===== src/rtl/sit_pkg.sv =====
// ----------------------------------------------------------------------------
// sit_pkg: shared types and constants of the station identity tracker
// Hash and fold constants, table sizing, table entry layout, register indexes.
// ----------------------------------------------------------------------------
package sit_pkg;

   // station table
   localparam int SLOTS = 16;
   localparam int IDX_W = (SLOTS > 1) ? $clog2(SLOTS) : 1;
   localparam int CNT_W = $clog2(SLOTS + 1);

   // field widths
   localparam int MAC_W     = 48;
   localparam int MAC_BYTES = MAC_W / 8;
   localparam int HASH_W    = 64;
   localparam int HASH_BYTES = HASH_W / 8;
   localparam int STN_W     = 16;
   localparam int SEQ_W     = 32;
   localparam int NODE_W    = 8;
   localparam int CSR_IDX_W = 8;
   localparam int CSR_DAT_W = 64;

   // FNV-1a 64 prime is 2^40 + 0x1b3
   localparam int             PRIME_SHIFT = 40;
   localparam logic [8:0]     PRIME_LOW   = 9'h1b3;
   localparam logic [8:0]     FOLD_MULT   = 9'h193;
   localparam logic [15:0]    FOLD_START  = 16'h811c;
   localparam logic [63:0]    BASIS_RESET = 64'hcbf29ce484222325;
   localparam logic [NODE_W-1:0] NODE_RESET = 8'd1;

   // configuration register indexes
   localparam logic [CSR_IDX_W-1:0] CSR_NODE_NUMBER  = 8'd0;
   localparam logic [CSR_IDX_W-1:0] CSR_SALTED_BASIS = 8'd1;

   typedef enum logic {
      MIX_HASH,
      MIX_FOLD
   } mix_mode_type;

   typedef struct packed {
      mix_mode_type      mode;
      logic [HASH_W-1:0] acc;
      logic [7:0]        data;
   } mix_op_type;

   typedef struct packed {
      logic [HASH_W-1:0] hash;
      logic [SEQ_W-1:0]  next_seq;
      logic [SEQ_W-1:0]  last_seen;
   } entry_type;

endpackage


===== src/rtl/sit_channels.sv =====
// ----------------------------------------------------------------------------
// sit channels: valid/ready channels of the station identity tracker
// Request (MAC), response (hash, ids, sequences) and register write channels.
// ----------------------------------------------------------------------------
interface sit_req_if;
   logic                         valid;
   logic                         ready;
   logic [sit_pkg::MAC_W-1:0]    source_mac;

   modport source (output valid, output source_mac, input ready);
   modport sink   (input valid, input source_mac, output ready);
endinterface

interface sit_rsp_if;
   logic                         valid;
   logic                         ready;
   logic [sit_pkg::HASH_W-1:0]   mac_digest;
   logic [sit_pkg::STN_W-1:0]    station_number;
   logic [sit_pkg::STN_W-1:0]    link_number;
   logic [sit_pkg::SEQ_W-1:0]    station_count;
   logic [sit_pkg::SEQ_W-1:0]    global_count;

   modport source (output valid, output mac_digest, output station_number,
                   output link_number, output station_count, output global_count,
                   input ready);
   modport sink   (input valid, input mac_digest, input station_number,
                   input link_number, input station_count, input global_count,
                   output ready);
endinterface

interface sit_csr_if;
   logic                           valid;
   logic                           ready;
   logic [sit_pkg::CSR_IDX_W-1:0]  index;
   logic [sit_pkg::CSR_DAT_W-1:0]  data;

   modport source (output valid, output index, output data, input ready);
   modport sink   (input valid, input index, input data, output ready);
endinterface


===== src/rtl/sit_ram.sv =====
// ----------------------------------------------------------------------------
// sit_ram: generic single-write, single-read RAM
// One write port and one read port, read data registered.
// ----------------------------------------------------------------------------
module sit_ram #(
   parameter int WIDTH = 8,
   parameter int DEPTH = 16
) (
   input  logic                                     clock,
   input  logic                                     wr_en,
   input  logic [((DEPTH > 1) ? $clog2(DEPTH) : 1)-1:0] wr_addr,
   input  logic [WIDTH-1:0]                         wr_data,
   input  logic [((DEPTH > 1) ? $clog2(DEPTH) : 1)-1:0] rd_addr,
   output logic [WIDTH-1:0]                         rd_data
);

   logic [WIDTH-1:0] mem_ff [DEPTH];
   logic [WIDTH-1:0] rd_data_ff;

   always_ff @(posedge clock) begin
      if (wr_en) begin
         mem_ff[wr_addr] <= wr_data;
      end
      rd_data_ff <= mem_ff[rd_addr];
   end

   assign rd_data = rd_data_ff;

endmodule


===== src/rtl/sit_mix_unit.sv =====
// ----------------------------------------------------------------------------
// sit_mix_unit: shared xor-multiply round
// One FNV-1a 64 round or one 16-bit fold round, on one small multiplier.
// ----------------------------------------------------------------------------
module sit_mix_unit (
   input  sit_pkg::mix_op_type          op,
   output logic [sit_pkg::HASH_W-1:0]   result
);

   logic [sit_pkg::HASH_W-1:0] mixed;
   logic [8:0]                 factor;
   logic [sit_pkg::HASH_W-1:0] product;

   always_comb begin
      mixed   = op.acc ^ {{(sit_pkg::HASH_W-8){1'b0}}, op.data};
      factor  = (op.mode == sit_pkg::MIX_HASH) ? sit_pkg::PRIME_LOW : sit_pkg::FOLD_MULT;
      product = mixed * {{(sit_pkg::HASH_W-9){1'b0}}, factor};
      if (op.mode == sit_pkg::MIX_HASH) begin
         // high part of the prime is a plain shift
         result = product + (mixed << sit_pkg::PRIME_SHIFT);
      end else begin
         result = {{(sit_pkg::HASH_W-sit_pkg::STN_W){1'b0}}, product[sit_pkg::STN_W-1:0]};
      end
   end

endmodule


===== src/rtl/station_identity_tracker_top.sv =====
// ----------------------------------------------------------------------------
// station_identity_tracker_top: salted FNV-1a 64 station table with LRU refill
// Hashes each source MAC, folds a 16-bit station id, looks the hash up in the
// station table and returns hash, ids and per-station and global sequences.
// ----------------------------------------------------------------------------
//
//  channel   dir  transfer when       payload
//  --------  ---  ------------------  ----------------------------------------
//  req_chan  in   valid & ready       source_mac[47:0]
//  rsp_chan  out  valid & ready       mac_digest, station_number, link_number,
//                                     station_count, global_count
//  csr_chan  in   valid & ready       index[7:0], data[63:0] (0 node, 1 basis)
//
//  req_chan.ready stays low from a MAC transfer until the block is idle again:
//  one hash round per MAC byte, then a table scan of one slot read per cycle
//  (one read per slot, compared on the registered read data), then a
//  write-back. The fold rounds, one per hash byte, share the round unit and run
//  under the scan; an early hit waits for them.
//  A finished result sits in the output register, so the next MAC is taken
//  while it waits; the write-back stalls while that register is still full or the fold is unfinished.
//  Reset clears the valid bit of every slot at once: no clearing pass.
//  csr_chan is always ready.
//
module station_identity_tracker_top (
   input  logic       clock,
   input  logic       reset,
   sit_req_if.sink    req_chan,
   sit_rsp_if.source  rsp_chan,
   sit_csr_if.sink    csr_chan
);

   typedef enum logic [1:0] {
      ST_IDLE,
      ST_HASH,
      ST_SCAN,
      ST_WRITE
   } state_type;

   localparam int IDX_W = sit_pkg::IDX_W;
   localparam int CNT_W = sit_pkg::CNT_W;
   localparam int SEQ_W = sit_pkg::SEQ_W;
   localparam int STN_W = sit_pkg::STN_W;
   localparam int HASH_W = sit_pkg::HASH_W;
   localparam int FOLD_CNT_W = $clog2(sit_pkg::HASH_BYTES + 1);
   localparam int HASH_CNT_W = $clog2(sit_pkg::MAC_BYTES);

   // control state
   state_type                   state_ff, state_in;
   logic [sit_pkg::SLOTS-1:0]   used_ff, used_in;
   logic [SEQ_W-1:0]            tick_ff, tick_in;
   logic [SEQ_W-1:0]            frame_ff, frame_in;
   logic [sit_pkg::NODE_W-1:0]  node_ff, node_in;
   logic [HASH_W-1:0]           basis_ff, basis_in;
   logic                        rsp_valid_ff, rsp_valid_in;
   logic [HASH_CNT_W-1:0]       hash_round_ff, hash_round_in;
   logic [FOLD_CNT_W-1:0]       fold_round_ff, fold_round_in;
   logic [CNT_W-1:0]            scan_cnt_ff, scan_cnt_in;
   logic                        cmp_live_ff, cmp_live_in;
   logic                        have_empty_ff, have_empty_in;

   // payload
   logic [sit_pkg::MAC_W-1:0]   mac_ff, mac_in;
   logic [HASH_W-1:0]           hash_ff, hash_in;
   logic [STN_W-1:0]            fold_ff, fold_in;
   logic [IDX_W-1:0]            cmp_idx_ff, cmp_idx_in;
   logic [IDX_W-1:0]            empty_idx_ff, empty_idx_in;
   logic [IDX_W-1:0]            oldest_idx_ff, oldest_idx_in;
   logic [SEQ_W-1:0]            oldest_seen_ff, oldest_seen_in;
   logic [IDX_W-1:0]            slot_ff, slot_in;
   logic [SEQ_W-1:0]            seq_ff, seq_in;
   logic [HASH_W-1:0]           out_hash_ff, out_hash_in;
   logic [STN_W-1:0]            out_station_ff, out_station_in;
   logic [STN_W-1:0]            out_link_ff, out_link_in;
   logic [SEQ_W-1:0]            out_seq_ff, out_seq_in;
   logic [SEQ_W-1:0]            out_global_ff, out_global_in;

   // shared round unit and table memory
   sit_pkg::mix_op_type         mix_op;
   logic [HASH_W-1:0]           mix_result;
   logic                        ram_wr_en;
   logic [IDX_W-1:0]            ram_rd_addr;
   sit_pkg::entry_type          ram_wr_entry;
   logic [$bits(sit_pkg::entry_type)-1:0] ram_rd_data;
   sit_pkg::entry_type          entry;

   // scan and finish helpers
   logic                        cur_used;
   logic                        cur_hit;
   logic                        cur_last;
   logic                        fold_done;
   logic                        out_free;
   logic [STN_W-1:0]            station;
   logic [STN_W-1:0]            link_raw;

   sit_mix_unit u_mix (
      .op     (mix_op),
      .result (mix_result)
   );

   sit_ram #(
      .WIDTH ($bits(sit_pkg::entry_type)),
      .DEPTH (sit_pkg::SLOTS)
   ) u_table (
      .clock   (clock),
      .wr_en   (ram_wr_en),
      .wr_addr (slot_ff),
      .wr_data (ram_wr_entry),
      .rd_addr (ram_rd_addr),
      .rd_data (ram_rd_data)
   );

   assign req_chan.ready = (state_ff == ST_IDLE);
   assign csr_chan.ready = 1'b1;

   assign rsp_chan.valid          = rsp_valid_ff;
   assign rsp_chan.mac_digest     = out_hash_ff;
   assign rsp_chan.station_number = out_station_ff;
   assign rsp_chan.link_number    = out_link_ff;
   assign rsp_chan.station_count  = out_seq_ff;
   assign rsp_chan.global_count   = out_global_ff;

   // The round unit runs hash rounds in ST_HASH and fold rounds otherwise.
   always_comb begin
      mix_op.mode = (state_ff == ST_HASH) ? sit_pkg::MIX_HASH : sit_pkg::MIX_FOLD;
      if (state_ff == ST_HASH) begin
         mix_op.acc  = hash_ff;
         // first transmitted byte (bits 47:40) is absorbed first
         mix_op.data = mac_ff[(sit_pkg::MAC_BYTES - 1 - int'(hash_round_ff)) * 8 +: 8];
      end else begin
         mix_op.acc  = {{(HASH_W-STN_W){1'b0}}, fold_ff};
         // least significant hash byte first
         mix_op.data = hash_ff[int'(fold_round_ff[FOLD_CNT_W-2:0]) * 8 +: 8];
      end
   end

   always_comb begin
      entry     = sit_pkg::entry_type'(ram_rd_data);
      cur_used  = used_ff[cmp_idx_ff];
      cur_hit   = cmp_live_ff && cur_used && (entry.hash == hash_ff);
      cur_last  = (cmp_idx_ff == IDX_W'(sit_pkg::SLOTS - 1));
      fold_done = (fold_round_ff == FOLD_CNT_W'(sit_pkg::HASH_BYTES));
      out_free  = !rsp_valid_ff || rsp_chan.ready;
      station   = (fold_ff == '0) ? STN_W'(1) : fold_ff;
      link_raw  = {node_ff, {(STN_W-sit_pkg::NODE_W){1'b0}}} ^ station;

      ram_rd_addr             = scan_cnt_ff[IDX_W-1:0];
      ram_wr_en               = 1'b0;
      ram_wr_entry.hash       = hash_ff;
      ram_wr_entry.next_seq   = seq_ff + SEQ_W'(1);
      ram_wr_entry.last_seen  = tick_ff + SEQ_W'(1);

      state_in       = state_ff;
      used_in        = used_ff;
      tick_in        = tick_ff;
      frame_in       = frame_ff;
      node_in        = node_ff;
      basis_in       = basis_ff;
      rsp_valid_in   = rsp_valid_ff;
      hash_round_in  = hash_round_ff;
      fold_round_in  = fold_round_ff;
      scan_cnt_in    = scan_cnt_ff;
      cmp_live_in    = cmp_live_ff;
      have_empty_in  = have_empty_ff;
      mac_in         = mac_ff;
      hash_in        = hash_ff;
      fold_in        = fold_ff;
      cmp_idx_in     = cmp_idx_ff;
      empty_idx_in   = empty_idx_ff;
      oldest_idx_in  = oldest_idx_ff;
      oldest_seen_in = oldest_seen_ff;
      slot_in        = slot_ff;
      seq_in         = seq_ff;
      out_hash_in    = out_hash_ff;
      out_station_in = out_station_ff;
      out_link_in    = out_link_ff;
      out_seq_in     = out_seq_ff;
      out_global_in  = out_global_ff;

      // drop the result once the sink takes it
      if (rsp_valid_ff && rsp_chan.ready) begin
         rsp_valid_in = 1'b0;
      end

      if (csr_chan.valid) begin
         unique case (csr_chan.index)
            sit_pkg::CSR_NODE_NUMBER:  node_in  = csr_chan.data[sit_pkg::NODE_W-1:0];
            sit_pkg::CSR_SALTED_BASIS: basis_in = csr_chan.data;
            default: ;
         endcase
      end

      // fold rounds run under the scan and the write-back wait
      if ((state_ff == ST_SCAN || state_ff == ST_WRITE) && !fold_done) begin
         fold_in       = mix_result[STN_W-1:0];
         fold_round_in = fold_round_ff + FOLD_CNT_W'(1);
      end

      unique case (state_ff)
         ST_IDLE: begin
            if (req_chan.valid) begin
               mac_in        = req_chan.source_mac;
               hash_in       = basis_ff;
               hash_round_in = '0;
               state_in      = ST_HASH;
            end
         end

         ST_HASH: begin
            hash_in       = mix_result;
            hash_round_in = hash_round_ff + HASH_CNT_W'(1);
            if (hash_round_ff == HASH_CNT_W'(sit_pkg::MAC_BYTES - 1)) begin
               fold_in       = sit_pkg::FOLD_START;
               fold_round_in = '0;
               scan_cnt_in   = '0;
               cmp_live_in   = 1'b0;
               have_empty_in = 1'b0;
               state_in      = ST_SCAN;
            end
         end

         ST_SCAN: begin
            // issue one slot read per cycle, compare the slot read last cycle
            if (scan_cnt_ff < CNT_W'(sit_pkg::SLOTS)) begin
               scan_cnt_in = scan_cnt_ff + CNT_W'(1);
               cmp_idx_in  = scan_cnt_ff[IDX_W-1:0];
               cmp_live_in = 1'b1;
            end else begin
               cmp_live_in = 1'b0;
            end

            if (cmp_live_ff) begin
               if (!cur_used && !have_empty_ff) begin
                  have_empty_in = 1'b1;
                  empty_idx_in  = cmp_idx_ff;
               end
               // strict compare keeps the first slot on ties
               if (cmp_idx_ff == '0 || entry.last_seen < oldest_seen_ff) begin
                  oldest_idx_in  = cmp_idx_ff;
                  oldest_seen_in = entry.last_seen;
               end

               if (cur_hit) begin
                  slot_in     = cmp_idx_ff;
                  seq_in      = entry.next_seq;
                  cmp_live_in = 1'b0;
                  state_in    = ST_WRITE;
               end else if (cur_last) begin
                  slot_in     = have_empty_in ? empty_idx_in : oldest_idx_in;
                  seq_in      = '0;
                  cmp_live_in = 1'b0;
                  state_in    = ST_WRITE;
               end
            end
         end

         ST_WRITE: begin
            // hold until the fold is done and the output register is free
            if (fold_done && out_free) begin
               ram_wr_en      = 1'b1;
               used_in        = used_ff | (sit_pkg::SLOTS'(1) << slot_ff);
               tick_in        = tick_ff + SEQ_W'(1);
               frame_in       = frame_ff + SEQ_W'(1);
               out_hash_in    = hash_ff;
               out_station_in = station;
               out_link_in    = (link_raw == '0) ? STN_W'(1) : link_raw;
               out_seq_in     = seq_ff;
               out_global_in  = frame_ff;
               rsp_valid_in   = 1'b1;
               state_in       = ST_IDLE;
            end
         end

         default: state_in = ST_IDLE;
      endcase
   end

   always_ff @(posedge clock) begin
      if (reset) begin
         state_ff      <= ST_IDLE;
         used_ff       <= '0;
         tick_ff       <= '0;
         frame_ff      <= '0;
         node_ff       <= sit_pkg::NODE_RESET;
         basis_ff      <= sit_pkg::BASIS_RESET;
         rsp_valid_ff  <= 1'b0;
         hash_round_ff <= '0;
         fold_round_ff <= '0;
         scan_cnt_ff   <= '0;
         cmp_live_ff   <= 1'b0;
         have_empty_ff <= 1'b0;
      end else begin
         state_ff      <= state_in;
         used_ff       <= used_in;
         tick_ff       <= tick_in;
         frame_ff      <= frame_in;
         node_ff       <= node_in;
         basis_ff      <= basis_in;
         rsp_valid_ff  <= rsp_valid_in;
         hash_round_ff <= hash_round_in;
         fold_round_ff <= fold_round_in;
         scan_cnt_ff   <= scan_cnt_in;
         cmp_live_ff   <= cmp_live_in;
         have_empty_ff <= have_empty_in;
      end
      mac_ff         <= mac_in;
      hash_ff        <= hash_in;
      fold_ff        <= fold_in;
      cmp_idx_ff     <= cmp_idx_in;
      empty_idx_ff   <= empty_idx_in;
      oldest_idx_ff  <= oldest_idx_in;
      oldest_seen_ff <= oldest_seen_in;
      slot_ff        <= slot_in;
      seq_ff         <= seq_in;
      out_hash_ff    <= out_hash_in;
      out_station_ff <= out_station_in;
      out_link_ff    <= out_link_in;
      out_seq_ff     <= out_seq_in;
      out_global_ff  <= out_global_in;
   end

endmodule


===== src/flat_wrapper.sv =====
// flat-port wrapper written by rule: the top's interface ports become plain ports
module station_identity_tracker_top_flat 
  (clock, reset, req_chan_valid, req_chan_source_mac, req_chan_ready, rsp_chan_valid, rsp_chan_mac_digest, rsp_chan_station_number, rsp_chan_link_number, rsp_chan_station_count, rsp_chan_global_count, rsp_chan_ready, csr_chan_valid, csr_chan_index, csr_chan_data, csr_chan_ready);
  sit_req_if req_chan_i ();
  sit_rsp_if rsp_chan_i ();
  sit_csr_if csr_chan_i ();
  input  logic clock;
  input  logic reset;
  input wire logic [$bits(req_chan_i.valid)-1:0] req_chan_valid;
  input wire logic [$bits(req_chan_i.source_mac)-1:0] req_chan_source_mac;
  output wire logic [$bits(req_chan_i.ready)-1:0] req_chan_ready;
  output wire logic [$bits(rsp_chan_i.valid)-1:0] rsp_chan_valid;
  output wire logic [$bits(rsp_chan_i.mac_digest)-1:0] rsp_chan_mac_digest;
  output wire logic [$bits(rsp_chan_i.station_number)-1:0] rsp_chan_station_number;
  output wire logic [$bits(rsp_chan_i.link_number)-1:0] rsp_chan_link_number;
  output wire logic [$bits(rsp_chan_i.station_count)-1:0] rsp_chan_station_count;
  output wire logic [$bits(rsp_chan_i.global_count)-1:0] rsp_chan_global_count;
  input wire logic [$bits(rsp_chan_i.ready)-1:0] rsp_chan_ready;
  input wire logic [$bits(csr_chan_i.valid)-1:0] csr_chan_valid;
  input wire logic [$bits(csr_chan_i.index)-1:0] csr_chan_index;
  input wire logic [$bits(csr_chan_i.data)-1:0] csr_chan_data;
  output wire logic [$bits(csr_chan_i.ready)-1:0] csr_chan_ready;
  assign req_chan_i.valid = req_chan_valid;
  assign req_chan_i.source_mac = req_chan_source_mac;
  assign req_chan_ready = req_chan_i.ready;
  assign rsp_chan_valid = rsp_chan_i.valid;
  assign rsp_chan_mac_digest = rsp_chan_i.mac_digest;
  assign rsp_chan_station_number = rsp_chan_i.station_number;
  assign rsp_chan_link_number = rsp_chan_i.link_number;
  assign rsp_chan_station_count = rsp_chan_i.station_count;
  assign rsp_chan_global_count = rsp_chan_i.global_count;
  assign rsp_chan_i.ready = rsp_chan_ready;
  assign csr_chan_i.valid = csr_chan_valid;
  assign csr_chan_i.index = csr_chan_index;
  assign csr_chan_i.data = csr_chan_data;
  assign csr_chan_ready = csr_chan_i.ready;
  station_identity_tracker_top u_core (.clock(clock), .reset(reset), .req_chan(req_chan_i), .rsp_chan(rsp_chan_i), .csr_chan(csr_chan_i));
endmodule

===== config.mk =====
export PLATFORM = sky130hd
export DESIGN_NAME = station_identity_tracker_top_flat
export DESIGN_NICKNAME = d
export VERILOG_FILES = /design/src/rtl/sit_pkg.sv /design/src/rtl/sit_channels.sv /design/src/rtl/sit_ram.sv /design/src/rtl/sit_mix_unit.sv /design/src/rtl/station_identity_tracker_top.sv /design/src/flat_wrapper.sv
export SDC_FILE = /design/constraint.sdc
export NUM_CORES = 2
export LEC_CHECK = 0
export BUFFER_PORTS_ARGS = -buffer_cell sky130_fd_sc_hd__buf_2
export CORE_MARGIN = 5
export CORE_UTILIZATION = 61
export CTS_CLUSTER_DIAMETER = 60
export DETAILED_ROUTE_END_ITERATION = 10
export PLACE_DENSITY = 0.78
export SLEW_MARGIN = 15
export SYNTH_ARGS = -nofsm -noshare
export SYNTH_HDL_FRONTEND = slang
export SYNTH_SLANG_ARGS = --single-unit

===== constraint.sdc =====
create_clock -name clock -period 15.85 [get_ports clock]
set_input_delay 3.17 -clock clock [delete_from_list [all_inputs] [get_ports clock]]
set_output_delay 3.17 -clock clock [all_outputs]
set_load 0.03 [all_outputs]

==> results.sh <==
export IMPL_outcome="finished clean"
export IMPL_fp_dieW_um=443
export IMPL_fillCellCount=11600
export IMPL_timing_fmax_mhz=89.6
export IMPL_place_ws_ps=4970
export IMPL_critPathKind="reg -> reg"
export IMPL_synth_ff_type="edfxtp_1"
export IMPL_yosysTopAreaCellShare=0.630
export IMPL_antenna_left=0
export IMPL_synthArstFlopShare=0
export IMPL_synth_area_leaders="edfxtp_1 (63%), mux4_2 (13%), dfxtp_1 (5.5%)"
export IMPL_post_drt_wl_per_cell_um=31.7
export IMPL_initial_utilization=0.611
export IMPL_maxCapViolCount=0
export IMPL_synth_edf_count=2400
export IMPL_clk_pin_slew_worst_paths_ps=60
export IMPL_dp_hpwl_um=174000
export IMPL_grt_overflow_total=0
export IMPL_drtPass1Iterations=6
export IMPL_cts_buffer_depth=4
export IMPL_fin_worst_skew_ps=63.3
export IMPL_crit_fanout=9
export IMPL_layout_drive_gt1_share=0.232
export IMPL_vias=61500
export IMPL_drc=0
export IMPL_fin_ws_ps=4690
export IMPL_cts_made_buffers=286
export IMPL_yosysMostFrequentCell="edfxtp_1"
export IMPL_core_area_um2=187000
export IMPL_tightest_slew_ps=1220
export IMPL_worst_endpoint_arrival_ps=11910
export IMPL_fp_dieH_um=443
export IMPL_post_route_period_util=0.704
export IMPL_htreeDepth=5
export IMPL_postCtsHoldBufs=0
export IMPL_grt_max_degree=140
export IMPL_synth_top_area_cell="edfxtp_1"
export IMPL_rsz0062_at_grt="false"
export IMPL_grt_usage=0.306
export IMPL_wl_um=300000
export IMPL_worstPathRequired_ps=16600
export IMPL_cts_tree="built"
export IMPL_end_kind="register"
export IMPL_hold_path_class="reg -> reg"
export IMPL_worst_path_largest_cell_delay_ps=820
export IMPL_clkLatencyLatePin_ps=930
export IMPL_cts_sinks=2713
export IMPL_finalMaxSlewViolations=0
export IMPL_ys_types=96
export IMPL_ios=288
export IMPL_grt_pass1_vias=63000
export IMPL_gp_congestion=1.00
export IMPL_area_growth_pct=12.2
export IMPL_ys_seq_area_frac=0.685
export IMPL_holdWs_ps=439
export IMPL_critPathLaunchType="register"
export IMPL_netlist_top_cells_count="edfxtp_1 (2,400), mux4_2 (668), inv_1 (461), dfxtp_1 (313), nand2_1 (304)"
export IMPL_period_needed_ps=11160
export IMPL_final_nets=7336
export IMPL_synth_fp_nets=6901
export IMPL_fin_setup_tns_ps=0
export IMPL_antenna_found_initial=8
export IMPL_viasPerCell=6.48
export IMPL_postCtsSetupRepairBufs=0
export IMPL_cpMaxStageDelayCell="a2111oi_1"
export IMPL_slew_headroom=0.184
export IMPL_finalSetupViolCount=0
export IMPL_hold_viol=0
export IMPL_synth_warnings=0
export IMPL_synth_area_per_cell_um2=18.0
export IMPL_port_buffers=286
export IMPL_netlist_area_um2=114000
export IMPL_utilization=0.685
export IMPL_die_area_um2=196000
export IMPL_synth_seq_cells=2713
export IMPL_cts_repair_resized=0
export IMPL_clockRootBuffer="clkbuf_16"
export IMPL_first_iter_violations=7624
export IMPL_grt_pass1_wl_um=434000
export IMPL_rows=159
export IMPL_netlist_instances=6344
-- layer usage --
layer	track usage	routed length (um)	vias to the layer above
li1	-	-	25300
met1	0.410	109000	31800
met2	0.499	148000	3735
met3	0.0608	28500	687
met4	0.131	14900	2
met5	0	13	-
-- per-stage QoR --
stage          cell area (um^2)  instances
2_1_floorplan            114000       6344
3_3_place_gp             119000       8986
3_5_place_dp             119000       8986
4_1_cts                  128000       9486
5_1_grt                  128000       9487
6_report                 128000       9489
-- logic make-up after synthesis --
kind of cell | after synthesis | synth area share
flops | 2713 | 0.685
xor+xnor | 262 | 0.0202
mux | 756 | 0.140
simple gates | 985 | 0.0419
fa+ha+maj | 434 | 0.0621
buf+inv | 723 | 0.0240
other cells | 1 | 0.0000328
compound gates | 470 | 0.0268
-- area by class of cell --
| cell class | count | area [um^2] | share of cell area |
|---|---|---|---|
| diodes | 3 | 7.51 | 0.0000585 |
| clock buffers | 400 | 8060 | 0.0628 |
| clock inverters | 100 | 985 | 0.00768 |
| inverters | 463 | 1750 | 0.0136 |
| multi-input cells | 2908 | 33600 | 0.262 |
| flip-flops and latches | 2713 | 78400 | 0.611 |
| well taps | 2495 | 3120 | 0.0243 |
| repair buffers | 407 | 2400 | 0.0187 |
-- cells in the final DEF, fill, tap and decap left out, types with 146 or more instances in the layout --
| cell | synthesis | layout |
|---|---|---|
| nor2_1 | 239 | 226 |
| edfxtp_1 | 2400 | 2400 |
| buf_2 | 4 | 285 |
| xnor2_1 | 166 | 146 |
| dfxtp_1 | 313 | 309 |
| clkbuf_16 | 0 | 294 |
| inv_1 | 461 | 460 |
| nand2_1 | 304 | 303 |
| a21oi_1 | 171 | 170 |
| fa_1 | 224 | 224 |
| mux4_2 | 668 | 668 |
| ha_1 | 208 | 207 |
-- sequential cells by signal, summed over array words and instances (netlist names), 48 cells and up --
| register | cells |
|---|---|
| u_core.basis_ff | 64 |
| u_core.hash_ff | 64 |
| u_core.mac_ff | 48 |
| u_core.rsp_chan.mac_digest | 64 |
| u_core.u_table.mem_ff | 2048 |
| u_core.u_table.rd_data | 128 |
-- worst max-delay path, delay by kind of cell, from the launching register on --
| kind | cells | cell delay [ps] |
|---|---|---|
| buffers and inverters | 5 | 550 |
| AND/OR/NAND/NOR | 6 | 1700 |
| AO/OA/AOI/OAI | 15 | 4670 |
| flip-flops | 1 | 440 |
| adder cells (fa/ha/maj) | 8 | 3440 |
| XOR/XNOR | 1 | 210 |
-- worst paths after layout --
path	slack [ps]	endpoint	startpoint	cells after the start
worst max-delay path	4690	u_core.hash_ff[62]$_DFFE_PP_	u_core.hash_round_ff[1]$_SDFFE_PP0P_	35
worst min-delay path	440	u_core.oldest_seen_ff[3]$_DFFE_PP_	u_core.u_table.rd_data[3]$_DFF_P_	0
worst max register to register	4690	u_core.hash_ff[62]$_DFFE_PP_	u_core.hash_round_ff[1]$_SDFFE_PP0P_	35
worst min register to register	440	u_core.oldest_seen_ff[3]$_DFFE_PP_	u_core.u_table.rd_data[3]$_DFF_P_	0
Power is not shown: default switching activity piles up to over one toggle a cycle in this logic, so the estimate is an artifact.
